### config.mk
export PLATFORM = sky130hd
export DESIGN_NAME = http_request_byte_parser_core
export DESIGN_NICKNAME = d
export VERILOG_FILES = /design/src/sv/hrbp_pkg.sv /design/src/sv/hrbp_ctrl.sv /design/src/sv/hrbp_dp.sv /design/src/sv/http_request_byte_parser_core.sv
export SDC_FILE = /design/constraint.sdc
export NUM_CORES = 2
export LEC_CHECK = 0
export BUFFER_PORTS_ARGS = -buffer_cell sky130_fd_sc_hd__buf_2
export CORE_ASPECT_RATIO = 1.4
export CORE_UTILIZATION = 63
export DETAILED_ROUTE_END_ITERATION = 6
export GPL_ROUTABILITY_DRIVEN = 0
export PLACE_DENSITY = 0.88
export SYNTH_ARGS = -nofsm -noshare
export SYNTH_HDL_FRONTEND = slang
export SYNTH_SLANG_ARGS = --single-unit
### constraint.sdc
create_clock -name clk -period 12.8 [get_ports clk]
set_input_delay 0.64 -clock clk [delete_from_list [all_inputs] [get_ports clk]]
set_output_delay 0.64 -clock clk [all_outputs]
set_load 0.02 [all_outputs]
### src/sv/hrbp_pkg.sv
`timescale 1ns / 1ps
`default_nettype none
package hrbp_pkg;

  typedef logic [7:0] byte_t;

  localparam int LINE_BYTES_DEF = 50;
  localparam int TAIL_BYTES     = 4;
  localparam int MAX_TOKEN      = 27;
  localparam int TOK_W          = $clog2(MAX_TOKEN + 1);
  localparam int AUTH_LEN       = 21;
  localparam int CLEN_LEN       = 15;
  localparam int CFG_AW         = 4;

  localparam byte_t CH_SP  = 8'h20;
  localparam byte_t CH_TAB = 8'h09;
  localparam byte_t CH_LF  = 8'h0A;
  localparam byte_t CH_VT  = 8'h0B;
  localparam byte_t CH_FF  = 8'h0C;
  localparam byte_t CH_CR  = 8'h0D;
  localparam byte_t CH_PLS = 8'h2B;
  localparam byte_t CH_MIN = 8'h2D;
  localparam byte_t CH_0   = 8'h30;
  localparam byte_t CH_9   = 8'h39;

  localparam logic [7:0] METHOD_LIMIT_RST = 8'd8;
  localparam logic [7:0] PATH_LIMIT_RST   = 8'd32;
  localparam logic [7:0] BODY_LIMIT_RST   = 8'd64;
  localparam logic signed [15:0] DECL_RST = 16'sd10;

  // register indexes on the config port
  localparam logic [1:0] REG_METHOD_LIMIT = 2'd0;
  localparam logic [1:0] REG_PATH_LIMIT   = 2'd1;
  localparam logic [1:0] REG_BODY_LIMIT   = 2'd2;

  localparam logic [1:0] PH_METHOD = 2'd0;
  localparam logic [1:0] PH_PATH   = 2'd1;
  localparam logic [1:0] PH_HDR    = 2'd2;

  localparam byte_t AUTH_KEY [AUTH_LEN] = '{
    "A", "u", "t", "h", "o", "r", "i", "z", "a", "t", "i", "o", "n", ":", " ",
    "B", "a", "s", "i", "c", " "};
  localparam byte_t CLEN_KEY [CLEN_LEN] = '{
    "C", "o", "n", "t", "e", "n", "t", "-", "L", "e", "n", "g", "t", "h", ":"};

  typedef enum logic [2:0] {
    KIND_NONE, KIND_METHOD, KIND_PATH, KIND_BODY, KIND_TOKEN, KIND_DONE
  } kind_t;

  typedef struct packed {
    logic take_byte;
    logic step_final;
    logic load_buf;
    logic shift_buf;
    logic skip_auth;
    logic skip_clen;
    logic cl_sign;
    logic cl_digit;
    logic cl_commit;
    logic emit_tok;
  } cmd_t;

  typedef struct packed {
    logic line_end;
    logic b0_zero;
    logic b0_ws;
    logic b0_sign;
    logic b0_digit;
    logic auth_hit;
    logic clen_hit;
    logic tok_full;
    logic out_free;
  } sts_t;

  function automatic logic is_ws(input byte_t c);
    return c == CH_SP || c == CH_TAB || c == CH_LF || c == CH_VT || c == CH_FF || c == CH_CR;
  endfunction

endpackage
`default_nettype wire

### src/sv/hrbp_ctrl.sv
`timescale 1ns / 1ps
`default_nettype none
module hrbp_ctrl (
  input  wire logic          clk,
  input  wire logic          rst_n,
  input  wire logic          in_valid,
  output logic               in_stall,
  input  wire hrbp_pkg::sts_t sts,
  output hrbp_pkg::cmd_t     cmd
);
  import hrbp_pkg::*;

  typedef enum logic [3:0] {
    S_IDLE, S_STEP, S_CL_SRCH, S_CL_WS, S_CL_SGN, S_CL_DIG,
    S_RELOAD, S_AU_SRCH, S_AU_WS, S_AU_TOK, S_FINAL
  } state_t;

  state_t state_r, state_nxt;

  always_comb begin
    state_nxt = state_r;
    cmd       = '0;
    case (state_r)
      S_IDLE: begin
        cmd.take_byte = in_valid;
        if (in_valid) state_nxt = S_STEP;
      end
      S_STEP: begin
        if (sts.line_end) begin
          cmd.load_buf = 1'b1;
          state_nxt    = S_CL_SRCH;
        end else begin
          state_nxt = S_FINAL;
        end
      end
      S_CL_SRCH: begin
        if (sts.b0_zero) begin
          state_nxt = S_RELOAD;
        end else if (sts.clen_hit) begin
          cmd.skip_clen = 1'b1;
          state_nxt     = S_CL_WS;
        end else begin
          cmd.shift_buf = 1'b1;
        end
      end
      S_CL_WS: begin
        if (sts.b0_ws) cmd.shift_buf = 1'b1;
        else state_nxt = S_CL_SGN;
      end
      S_CL_SGN: begin
        if (sts.b0_sign) begin
          cmd.cl_sign   = 1'b1;
          cmd.shift_buf = 1'b1;
        end
        state_nxt = S_CL_DIG;
      end
      S_CL_DIG: begin
        if (sts.b0_digit) begin
          cmd.cl_digit  = 1'b1;
          cmd.shift_buf = 1'b1;
        end else begin
          cmd.cl_commit = 1'b1;
          state_nxt     = S_RELOAD;
        end
      end
      S_RELOAD: begin
        cmd.load_buf = 1'b1;
        state_nxt    = S_AU_SRCH;
      end
      S_AU_SRCH: begin
        if (sts.b0_zero) begin
          state_nxt = S_FINAL;
        end else if (sts.auth_hit) begin
          cmd.skip_auth = 1'b1;
          state_nxt     = S_AU_WS;
        end else begin
          cmd.shift_buf = 1'b1;
        end
      end
      S_AU_WS: begin
        if (sts.b0_ws) cmd.shift_buf = 1'b1;
        else state_nxt = S_AU_TOK;
      end
      S_AU_TOK: begin
        if (sts.b0_zero || sts.b0_ws || sts.tok_full) begin
          state_nxt = S_FINAL;
        end else if (sts.out_free) begin
          cmd.emit_tok  = 1'b1;
          cmd.shift_buf = 1'b1;
        end
      end
      S_FINAL: begin
        if (sts.out_free) begin
          cmd.step_final = 1'b1;
          state_nxt      = S_IDLE;
        end
      end
      default: state_nxt = S_IDLE;
    endcase
  end

  always_ff @(posedge clk) begin
    if (!rst_n) state_r <= S_IDLE;
    else state_r <= state_nxt;
  end

  assign in_stall = (state_r != S_IDLE);

endmodule
`default_nettype wire

### src/sv/hrbp_dp.sv
`timescale 1ns / 1ps
`default_nettype none
module hrbp_dp #(
  parameter int LINE_BYTES = hrbp_pkg::LINE_BYTES_DEF
) (
  input  wire logic               clk,
  input  wire logic               rst_n,
  input  wire hrbp_pkg::cmd_t     cmd,
  output hrbp_pkg::sts_t          sts,
  input  wire logic [7:0]         in_data_byte,
  input  wire logic [7:0]         method_limit,
  input  wire logic [7:0]         path_limit,
  input  wire logic [7:0]         body_limit,
  output logic                    out_valid,
  input  wire logic               out_stall,
  output logic [2:0]              out_kind,
  output logic [7:0]              out_position,
  output logic [7:0]              out_byte_value,
  output logic signed [15:0]      out_body_length,
  output logic                    out_last
);
  import hrbp_pkg::*;

  localparam int WIN_N = LINE_BYTES - 1;
  localparam int BUF_N = LINE_BYTES - 2;

  byte_t              d_r;
  byte_t              win_r [WIN_N];
  byte_t              buf_r [BUF_N];
  byte_t              bd_r  [TAIL_BYTES];
  logic [1:0]         phase_r;
  logic               finished_r;
  logic [7:0]         mc_r, pc_r, bc_r;
  logic signed [15:0] decl_r;
  logic               neg_r, dig_r;
  logic [15:0]        mag_r;
  logic [TOK_W-1:0]   tok_cnt_r;

  logic               out_valid_r, out_last_r;
  kind_t              out_kind_r;
  logic [7:0]         out_pos_r, out_byte_r;
  logic signed [15:0] out_len_r;

  byte_t       b0;
  logic        auth_hit, clen_hit, blank, body_ok, active, out_free;
  logic        tok_last, fin_quiet;
  logic [3:0]  dig4;
  logic [18:0] mag_wide;
  logic [15:0] mag_sat;
  kind_t       fin_kind;
  logic [7:0]  fin_pos, fin_byte;

  assign b0       = buf_r[0];
  assign out_free = !out_valid_r || !out_stall;
  assign active   = !finished_r && (phase_r == PH_HDR);

  // key compare at the head of the scan buffer
  always_comb begin
    auth_hit = 1'b1;
    for (int j = 0; j < AUTH_LEN; j++) if (buf_r[j] != AUTH_KEY[j]) auth_hit = 1'b0;
    clen_hit = 1'b1;
    for (int j = 0; j < CLEN_LEN; j++) if (buf_r[j] != CLEN_KEY[j]) clen_hit = 1'b0;
  end

  assign dig4     = 4'(b0 - CH_0);
  assign mag_wide = ({3'b0, mag_r} << 3) + ({3'b0, mag_r} << 1) + {15'b0, dig4};
  assign mag_sat  = (mag_wide > 19'd40000) ? 16'd40000 : mag_wide[15:0];

  always_comb begin
    sts.line_end = active && (win_r[WIN_N-1] == CH_CR) && (d_r == CH_LF);
    sts.b0_zero  = (b0 == 8'h00);
    sts.b0_ws    = is_ws(b0);
    sts.b0_sign  = (b0 == CH_PLS) || (b0 == CH_MIN);
    sts.b0_digit = (b0 >= CH_0) && (b0 <= CH_9);
    sts.auth_hit = auth_hit;
    sts.clen_hit = clen_hit;
    sts.tok_full = (tok_cnt_r == TOK_W'(MAX_TOKEN));
    sts.out_free = out_free;
  end

  assign blank   = (bd_r[0] == CH_CR) && (bd_r[1] == CH_LF) &&
                   (bd_r[2] == CH_CR) && (bd_r[3] == CH_LF);
  assign body_ok = (bc_r < body_limit) && ($signed({8'b0, bc_r}) < decl_r);

  // single result that closes a request byte, unless token bytes stand in for an empty one
  always_comb begin
    fin_kind = KIND_NONE;
    fin_pos  = 8'd0;
    fin_byte = 8'd0;
    if (finished_r || phase_r > PH_HDR) begin
      fin_kind = KIND_NONE;
    end else if (phase_r == PH_METHOD) begin
      if (d_r != CH_SP && mc_r < method_limit) begin
        fin_kind = KIND_METHOD;
        fin_pos  = mc_r;
        fin_byte = d_r;
      end
    end else if (phase_r == PH_PATH) begin
      if (d_r != CH_SP && pc_r < path_limit) begin
        fin_kind = KIND_PATH;
        fin_pos  = pc_r;
        fin_byte = d_r;
      end
    end else if (blank) begin
      if (body_ok) begin
        fin_kind = KIND_BODY;
        fin_pos  = bc_r;
        fin_byte = d_r;
      end else begin
        fin_kind = KIND_DONE;
      end
    end
  end

  // token bytes stand in for the empty closing result
  assign tok_last  = (fin_kind == KIND_NONE) &&
                     ((buf_r[1] == 8'h00) || is_ws(buf_r[1]) ||
                      (tok_cnt_r == TOK_W'(MAX_TOKEN - 1)));
  assign fin_quiet = (tok_cnt_r != '0) && (fin_kind == KIND_NONE);

  always_ff @(posedge clk) begin
    if (cmd.take_byte) d_r <= in_data_byte;
  end

  // scan buffer: loads from the window, shifts toward entry 0, fills with nul
  for (genvar i = 0; i < BUF_N; i++) begin : g_buf
    byte_t nxt1, nxta, nxtc;
    if (i + 1 < BUF_N) begin : g_s1
      assign nxt1 = buf_r[i+1];
    end else begin : g_z1
      assign nxt1 = 8'h00;
    end
    if (i + AUTH_LEN < BUF_N) begin : g_sa
      assign nxta = buf_r[i+AUTH_LEN];
    end else begin : g_za
      assign nxta = 8'h00;
    end
    if (i + CLEN_LEN < BUF_N) begin : g_sc
      assign nxtc = buf_r[i+CLEN_LEN];
    end else begin : g_zc
      assign nxtc = 8'h00;
    end
    always_ff @(posedge clk) begin
      if (cmd.load_buf) buf_r[i] <= win_r[i];
      else if (cmd.skip_auth) buf_r[i] <= nxta;
      else if (cmd.skip_clen) buf_r[i] <= nxtc;
      else if (cmd.shift_buf) buf_r[i] <= nxt1;
    end
  end

  // content length parse and token count
  always_ff @(posedge clk) begin
    if (!rst_n) begin
      neg_r     <= 1'b0;
      dig_r     <= 1'b0;
      mag_r     <= '0;
      tok_cnt_r <= '0;
    end else begin
      if (cmd.load_buf || cmd.take_byte) begin
        neg_r     <= 1'b0;
        dig_r     <= 1'b0;
        mag_r     <= '0;
        tok_cnt_r <= '0;
      end else begin
        if (cmd.cl_sign) neg_r <= (b0 == CH_MIN);
        if (cmd.cl_digit) begin
          mag_r <= mag_sat;
          dig_r <= 1'b1;
        end
        if (cmd.emit_tok) tok_cnt_r <= tok_cnt_r + 1'b1;
      end
    end
  end

  // parser state, updated once per byte
  always_ff @(posedge clk) begin
    if (!rst_n) begin
      phase_r    <= PH_METHOD;
      finished_r <= 1'b0;
      mc_r       <= '0;
      pc_r       <= '0;
      bc_r       <= '0;
      decl_r     <= DECL_RST;
      for (int i = 0; i < WIN_N; i++) win_r[i] <= CH_SP;
      for (int i = 0; i < TAIL_BYTES; i++) bd_r[i] <= 8'h00;
    end else begin
      if (cmd.cl_commit && dig_r) begin
        if (neg_r) decl_r <= (mag_r > 16'd32768) ? -16'sd32768 : -$signed(mag_r);
        else decl_r <= (mag_r > 16'd32767) ? 16'sd32767 : $signed(mag_r);
      end
      if (cmd.step_final && !finished_r) begin
        if (phase_r == PH_METHOD) begin
          if (d_r == CH_SP) phase_r <= PH_PATH;
          else if (mc_r < method_limit) mc_r <= mc_r + 8'd1;
        end else if (phase_r == PH_PATH) begin
          if (d_r == CH_SP) phase_r <= PH_HDR;
          else if (pc_r < path_limit) pc_r <= pc_r + 8'd1;
        end else if (phase_r == PH_HDR) begin
          if (sts.line_end) begin
            for (int i = 0; i < WIN_N; i++) win_r[i] <= CH_SP;
          end else begin
            for (int i = 0; i < WIN_N - 1; i++) win_r[i] <= win_r[i+1];
            win_r[WIN_N-1] <= d_r;
          end
          if (blank) begin
            if (body_ok) bc_r <= bc_r + 8'd1;
            else finished_r <= 1'b1;
          end else begin
            for (int i = 0; i < TAIL_BYTES - 1; i++) bd_r[i] <= bd_r[i+1];
            bd_r[TAIL_BYTES-1] <= d_r;
          end
        end
      end
    end
  end

  // result register
  always_ff @(posedge clk) begin
    if (!rst_n) begin
      out_valid_r <= 1'b0;
    end else if (cmd.emit_tok || (cmd.step_final && !fin_quiet)) begin
      out_valid_r <= 1'b1;
    end else if (out_free) begin
      out_valid_r <= 1'b0;
    end
  end

  always_ff @(posedge clk) begin
    if (cmd.emit_tok) begin
      out_kind_r <= KIND_TOKEN;
      out_pos_r  <= 8'(tok_cnt_r);
      out_byte_r <= b0;
      out_len_r  <= decl_r;
      out_last_r <= tok_last;
    end else if (cmd.step_final && !fin_quiet) begin
      out_kind_r <= fin_kind;
      out_pos_r  <= fin_pos;
      out_byte_r <= fin_byte;
      out_len_r  <= decl_r;
      out_last_r <= 1'b1;
    end
  end

  assign out_valid       = out_valid_r;
  assign out_kind        = out_kind_r;
  assign out_position    = out_pos_r;
  assign out_byte_value  = out_byte_r;
  assign out_body_length = out_len_r;
  assign out_last        = out_last_r;

endmodule
`default_nettype wire

### src/sv/http_request_byte_parser_core.sv
// an accepted byte passes the step and final states, then its result is registered
// at a CR LF the sequencer also scans the line for Content-Length and Authorization, one token byte per step
// one byte in flight: in_stall stays high until the scan sequencer returns to idle
// reset: synchronous active-low rst_n; limits return to 8, 32, 64, length to ten
// line window resets to spaces, no clearing pass needed
`timescale 1ns / 1ps
`default_nettype none
module http_request_byte_parser_core #(
  parameter int LINE_BYTES = hrbp_pkg::LINE_BYTES_DEF
) (
  input  wire logic                     clk,
  input  wire logic                     rst_n,
  // request byte stream
  input  wire logic                     in_valid,
  output logic                          in_stall,
  input  wire logic [7:0]               in_data_byte,
  // results
  output logic                          out_valid,
  input  wire logic                     out_stall,
  output logic [2:0]                    out_kind,
  output logic [7:0]                    out_position,
  output logic [7:0]                    out_byte_value,
  output logic signed [15:0]            out_body_length,
  output logic                          out_last,
  // register port
  input  wire logic                     psel,
  input  wire logic                     penable,
  input  wire logic                     pwrite,
  input  wire logic [hrbp_pkg::CFG_AW-1:0] paddr,
  input  wire logic [31:0]              pwdata,
  output logic [31:0]                   prdata,
  output logic                          pready
);
  import hrbp_pkg::*;

  logic [7:0] method_limit_r, path_limit_r, body_limit_r;
  logic [1:0] reg_idx;
  logic       wr_en;
  cmd_t       cmd;
  sts_t       sts;

  // registers sit on word boundaries, low address bits ignored
  assign reg_idx = paddr[3:2];
  assign pready  = 1'b1;
  assign wr_en   = psel && penable && pwrite;

  always_ff @(posedge clk) begin
    if (!rst_n) begin
      method_limit_r <= METHOD_LIMIT_RST;
      path_limit_r   <= PATH_LIMIT_RST;
      body_limit_r   <= BODY_LIMIT_RST;
    end else if (wr_en) begin
      case (reg_idx)
        REG_METHOD_LIMIT: method_limit_r <= pwdata[7:0];
        REG_PATH_LIMIT:   path_limit_r   <= pwdata[7:0];
        REG_BODY_LIMIT:   body_limit_r   <= pwdata[7:0];
        default: ;
      endcase
    end
  end

  // read back, unused index reads zero
  always_comb begin
    case (reg_idx)
      REG_METHOD_LIMIT: prdata = {24'b0, method_limit_r};
      REG_PATH_LIMIT:   prdata = {24'b0, path_limit_r};
      REG_BODY_LIMIT:   prdata = {24'b0, body_limit_r};
      default:          prdata = 32'b0;
    endcase
  end

  // sequencer: one byte in flight, walks the line scan
  hrbp_ctrl u_ctrl (
    .clk      (clk),
    .rst_n    (rst_n),
    .in_valid (in_valid),
    .in_stall (in_stall),
    .sts      (sts),
    .cmd      (cmd)
  );

  // window, scan buffer, counters and result register
  hrbp_dp #(
    .LINE_BYTES (LINE_BYTES)
  ) u_dp (
    .clk             (clk),
    .rst_n           (rst_n),
    .cmd             (cmd),
    .sts             (sts),
    .in_data_byte    (in_data_byte),
    .method_limit    (method_limit_r),
    .path_limit      (path_limit_r),
    .body_limit      (body_limit_r),
    .out_valid       (out_valid),
    .out_stall       (out_stall),
    .out_kind        (out_kind),
    .out_position    (out_position),
    .out_byte_value  (out_byte_value),
    .out_body_length (out_body_length),
    .out_last        (out_last)
  );

endmodule
`default_nettype wire
# Yosys cells after proc, flatten, opt, wreduce, memory -nomap -nowiden
# Memories as Yosys holds them, arrays and structs flattened.
# Index checks and enable logic that the tools add are counted.
# totals
ff_bits	139
ramBits	808
in_bits	51
output_inout_bits	71
mem_count	3
# memory_table
memory	depth	word_bits	rd	rd_ports_with_merged_regs	write_ports	line_no	text
u_dp.win_r	49	8	49	0	49	hrbp_dp.sv:28	byte_t win_r [WIN_N];
u_dp.buf_r	48	8	48	0	48	hrbp_dp.sv:29	byte_t buf_r [BUF_N];
u_dp.bd_r	4	8	4	0	4	hrbp_dp.sv:30	byte_t bd_r [TAIL_BYTES];
# op_classes
addsub	8
order_cmp	10
n_eq_ne	82
mux	392
n_bitwise	251
reduce_logical	62
# ops
cell	n
2-to-1 mux 8 bit	262
inequality test 8 x 7 -> 1 bit, second input constant	31
bitwise OR 1 bit	246
equality test 8 x 4 -> 1 bit, second input constant	16
2-to-1 mux 16 bit	6
2-to-1 mux 1 bit	95
inequality test 8 x 6 -> 1 bit, second input constant	6
2-to-1 mux 4 bit	11
case mux 4 bit (11 select lines)	1
equality test 8 x 6 -> 1 bit, second input constant	5
adder 8 x 1 -> 8 bit, second input constant	3
< comparator 8 bit	3
case mux 8 bit (3 select lines)	1
adder 19 x 17 -> 19 bit	1
adder 19 x 4 -> 19 bit	1
> comparator 19 x 16 -> 1 bit, second input constant	1
logical OR 1 bit	19
logical AND 1 bit	17
equality test 4 x 3 -> 1 bit, second input constant	4
> comparator 16 x 15 -> 1 bit, second input constant	1
> comparator 16 bit, second input constant	1
logical NOT 8 bit	2
< comparator 9 x 16 -> 1 bit	1
negator 16 bit	1
34 further kinds	70

# Depth between registers and ports, before layout
# An unclocked memory read counts as a cell.
# depth
depth_word	32
ltp_mapped	13
ltp_nobuf	11

# Cells and area by module
# A second synthesis with hierarchy kept.
# hier_totals
hier_cells	4114
hier_area_um2	44717.9
# modules_own_cells
module	n_inst	cells_each	area_per_inst_um2
hrbp_dp	1	3898	42938.7
http_request_byte_parser_core	1	149	1323.8
hrbp_ctrl	1	67	455.4

# Worst setup path after synthesis
# Ideal clock, no wire load.
# synth_timing
path_kind	register to register
start	memory u_dp.buf_r[0][1] (netlist bit)
end	memory u_dp.buf_r[0][0] (netlist bit), enable pin
setup_time_ps	2748
arrival_time_ps	8369
t_required_ps	10052
slack_ps	1684
stages_incl_launch_ff	10
path_buffers	3
period_less_slack_ps	11116
cell_sequence	edfxtp_1 buf_2 or3_1 or4_1 nand2_1 nor3_1 nor3b_1 clkbuf_1 clkbuf_1 nand2_1
# synth_rtl
item	line_no
start: declaration	hrbp_dp.sv:29

==> impl_metrics.yaml <==
run_status:
  run_status: "complete, no violations"
power:
  leakagePower_nw: 18.6
  p_switching_mw: 3.01
  power_density_nw_per_um2: 186
  power.total_mw: 9.32
  irDropWorstVdd_mv: 0.226
  p_comb_frac: 0.208
  internal_power_mw: 6.31
  power_frac_seq: 0.508
  power_switching_share: 0.323
  clkPwrFrac: 0.284
global_routing:
  grt_pass1_wl_um: 174000
  grt_max_degree: 248
  grt_usage: 0.301
  overflow: 0
  antenna_found_initial: 3
  grt_pass1_vias: 31000
sta:
  finalHoldViolCount: 0
  tns_ps: 0
  skew_ps: 41.1
  worstMarginPinSlew_ps: 1180
  rsz0062_at_grt: "false"
  fmax_ghz: 0.188
  period_needed_ps: 5330
  setup_violations: 0
  slew_viol_final: 0
  layout_worst_path_cycle_share: 0.416
  relSlewSlack: 0.190
critical_path:
  worstPathMaxFanout: 142
  cp-start-kind: "flop"
  arrival_ps: 5550
  cpPeakStageDelay_ps: 880
  cp-end-kind: "flop"
  cpMaxStageDelayCell: "or3_1"
  reg2reg_from: "u_dp.d_r[4]"
  ff2ff_path_depth: 8
  cp_common_cell: "buf_4"
  crit_required_ps: 13030
  crit_type: "flop to flop"
  crit_path_cell_trace: "or4_1, nor2_1, and4_1, buf_4, or3_1, nand3_4, buf_4, buf_12"
  reg2reg_to: "u_dp.win_r[7][1]"
  r2r_slack_ps: 7470
run:
  drv_cap: 0
clock_network:
  cts_buffers: 87
  post_cts_resized: 0
  path_clk_slew_ps: 60
  clockBufferDepth: 3
  clkLatencyLatePin_ps: 670
  holdBufCountCts: 0
  cts_tree: "built"
  cts_root_buf: "clkbuf_16"
  cts.htree.levels: 3
  clkSinkCount: 947
  post_cts_buffers: 0
floorplanning:
  io_pins: 122
  die_w_um: 232
  rows: 117
  die_h_um: 324
  coreArea_sq_um: 72900
  dieArea_sq_um: 75100
  initial_core_util: 0.639
final_layout:
  fin_nets: 3986
  area_delta_synth_final_pct: 7.56
  drive_gt1_frac: 0.101
synth:
  synth_cell_types: 74
  async_reset_ff_frac: 0
  yosysSeqAreaShare: 0.587
  synthTopCellsByCount: "edfxtp_1 (838), nand2_1 (387), and2_1 (378)"
  yosysMostFrequentCell: "edfxtp_1"
  syn_inst: 3939
  synthTopCellsByArea: "edfxtp_1 (54%), mux2i_1 (5.6%), and2_1 (5.1%)"
  yosys_warnings: 0
  avgSynthCellArea_sq_um: 11.8
  synth_edf_count: 838
  ys_ff_latch: 947
  syn-cell-area_sq_um: 46600
  synthFlopType: "edfxtp_1"
  netlist.area_leader.share: 0.540
  yosysTopAreaCell: "edfxtp_1"
route:
  first_iter_violations: 3993
  wl_um: 114000
  drcViolationCount: 0
  vias_per_cell: 6.59
  final_antenna_net_count: 0
  firstDrtPassIters: 6
  via_count: 32200
  drt-wirelength-per-cell_um: 23.3
hold_path:
  min_to: "u_dp.d_r[3]"
  min_from: "in_data_byte[3]"
  min_path_type: "primary input to flop"
  holdPathStages: 1
placed_design:
  dp_hpwl_um: 72800
  portBuffers: 70
[through the flow]
| step | hold slack, ps | util | instance area (sq um) | setup WS, ps | cells |
|---|---|---|---|---|---|
| after floorplan | 417 | - | 46700 | 1680 | 3962 |
| after global placement | 434 | 0.648 | 47300 | 7710 | 4730 |
| after detailed placement | 445 | 0.648 | 47300 | 7610 | 4730 |
| after CTS | 144 | 0.687 | 50100 | 7630 | 4890 |
| after global routing | 162 | 0.687 | 50100 | 7390 | 4890 |
| final | 169 | 0.687 | 50100 | 7470 | 4891 |
[cell usage in the layout (no fill, tap or decap), types with 16 or more instances in the layout]
cell type	netlist	layout
nand4_1	40	40
nor4_1	21	21
conb_1	2	25
nor2_1	353	351
nand2b_1	17	16
a211oi_1	86	86
dfxtp_1	109	109
o21ai_0	49	48
clkinv_1	0	19
a22oi_1	47	47
edfxtp_1	838	838
buf_2	71	70
buf_4	39	30
nor4bb_1	22	22
mux2i_1	263	263
and2_1	378	378
nand2_1	387	386
nor3_1	27	27
nand3_1	26	23
a211oi_2	137	137
ha_1	66	66
nor4b_1	22	21
clkbuf_16	0	90
o21ai_1	112	112
clkbuf_1	154	16
or3_1	67	67
a21oi_1	72	72
inv_1	57	57
xor2_1	19	19
a21o_1	235	235
[per-layer routing]
layer | vias up | track usage | routed length [um]
met4 | 0 | 0.176 | 6860
met2 | 1642 | 0.509 | 56500
met5 | - | 0 | 0
met3 | 388 | 0.0388 | 9020
met1 | 15800 | 0.372 | 41600
li1 | 14400 | - | -
[worst max-delay path by stage]
| stage | startpoint | end | slack [ps] | depth (start not counted) |
|---|---|---|---|---|
| detailed placement | out_stall | u_dp.win_r[21][4] | 7610 | 8 |
| global placement | out_stall | u_dp.win_r[19][4] | 7710 | 8 |
| CTS | u_dp.d_r[4] | u_dp.win_r[22][0] | 7630 | 8 |
| finish | u_dp.d_r[4] | u_dp.win_r[7][1] | 7470 | 8 |
| global route | u_dp.buf_r[0][7] | u_dp.buf_r[1][84] | 7390 | 10 |
| floorplan | u_dp.buf_r[0][1] | u_dp.buf_r[0][0] | 1680 | 9 |
[flip-flops by register name, indices dropped and copies added (netlist names), 16 cells and up]
signal                flops
u_dp.bd_r                32
u_dp.buf_r              384
u_dp.decl_r              16
u_dp.mag_r               16
u_dp.out_body_length     16
u_dp.win_r              392
[power by group through the flow]
stage | clock network, mW | registers (mW) | logic (mW)
floorplan | 0 | 4.69 | 1.53
global placement | 0 | 4.74 | 1.83
detailed placement | 0 | 4.76 | 1.90
CTS | 2.66 | 4.70 | 1.92
global route | 2.77 | 4.75 | 2.11
finish | 2.65 | 4.73 | 1.94
[logic make-up (layout without fill, tap and decap cells)]
family	Yosys count	count (layout)	share of synthesized area
AOI/OAI and AO/OA	854	854	0.142
xor gates and xnor gates	26	26	0.00489
and+or+nand+nor	1432	1432	0.157
other	2	26	0.000161
DFF	947	947	0.587
muxes	263	263	0.0565
buffers and inverters	347	323	0.0344
adders and majority gates	68	68	0.0186
[critical path: cells and delay by family (launching register included)]
kind	cells	cell delay [ps]
AND/OR/NAND/NOR	5	2580
buffers and inverters	3	1480
flip-flops	1	550
[area by class of cell]
class	instances	area, sq um
Antenna cell	1	2.50
Fill cell	4856	22800
Timing Repair Buffer	106	696
Inverter	57	214
Clock inverter	50	487
Clock buffer	110	2370
Multi-Input combinational cell	2668	17800
Tap cell	952	1190
Sequential cell	947	27300
Power figures use the tool's default switching activity.
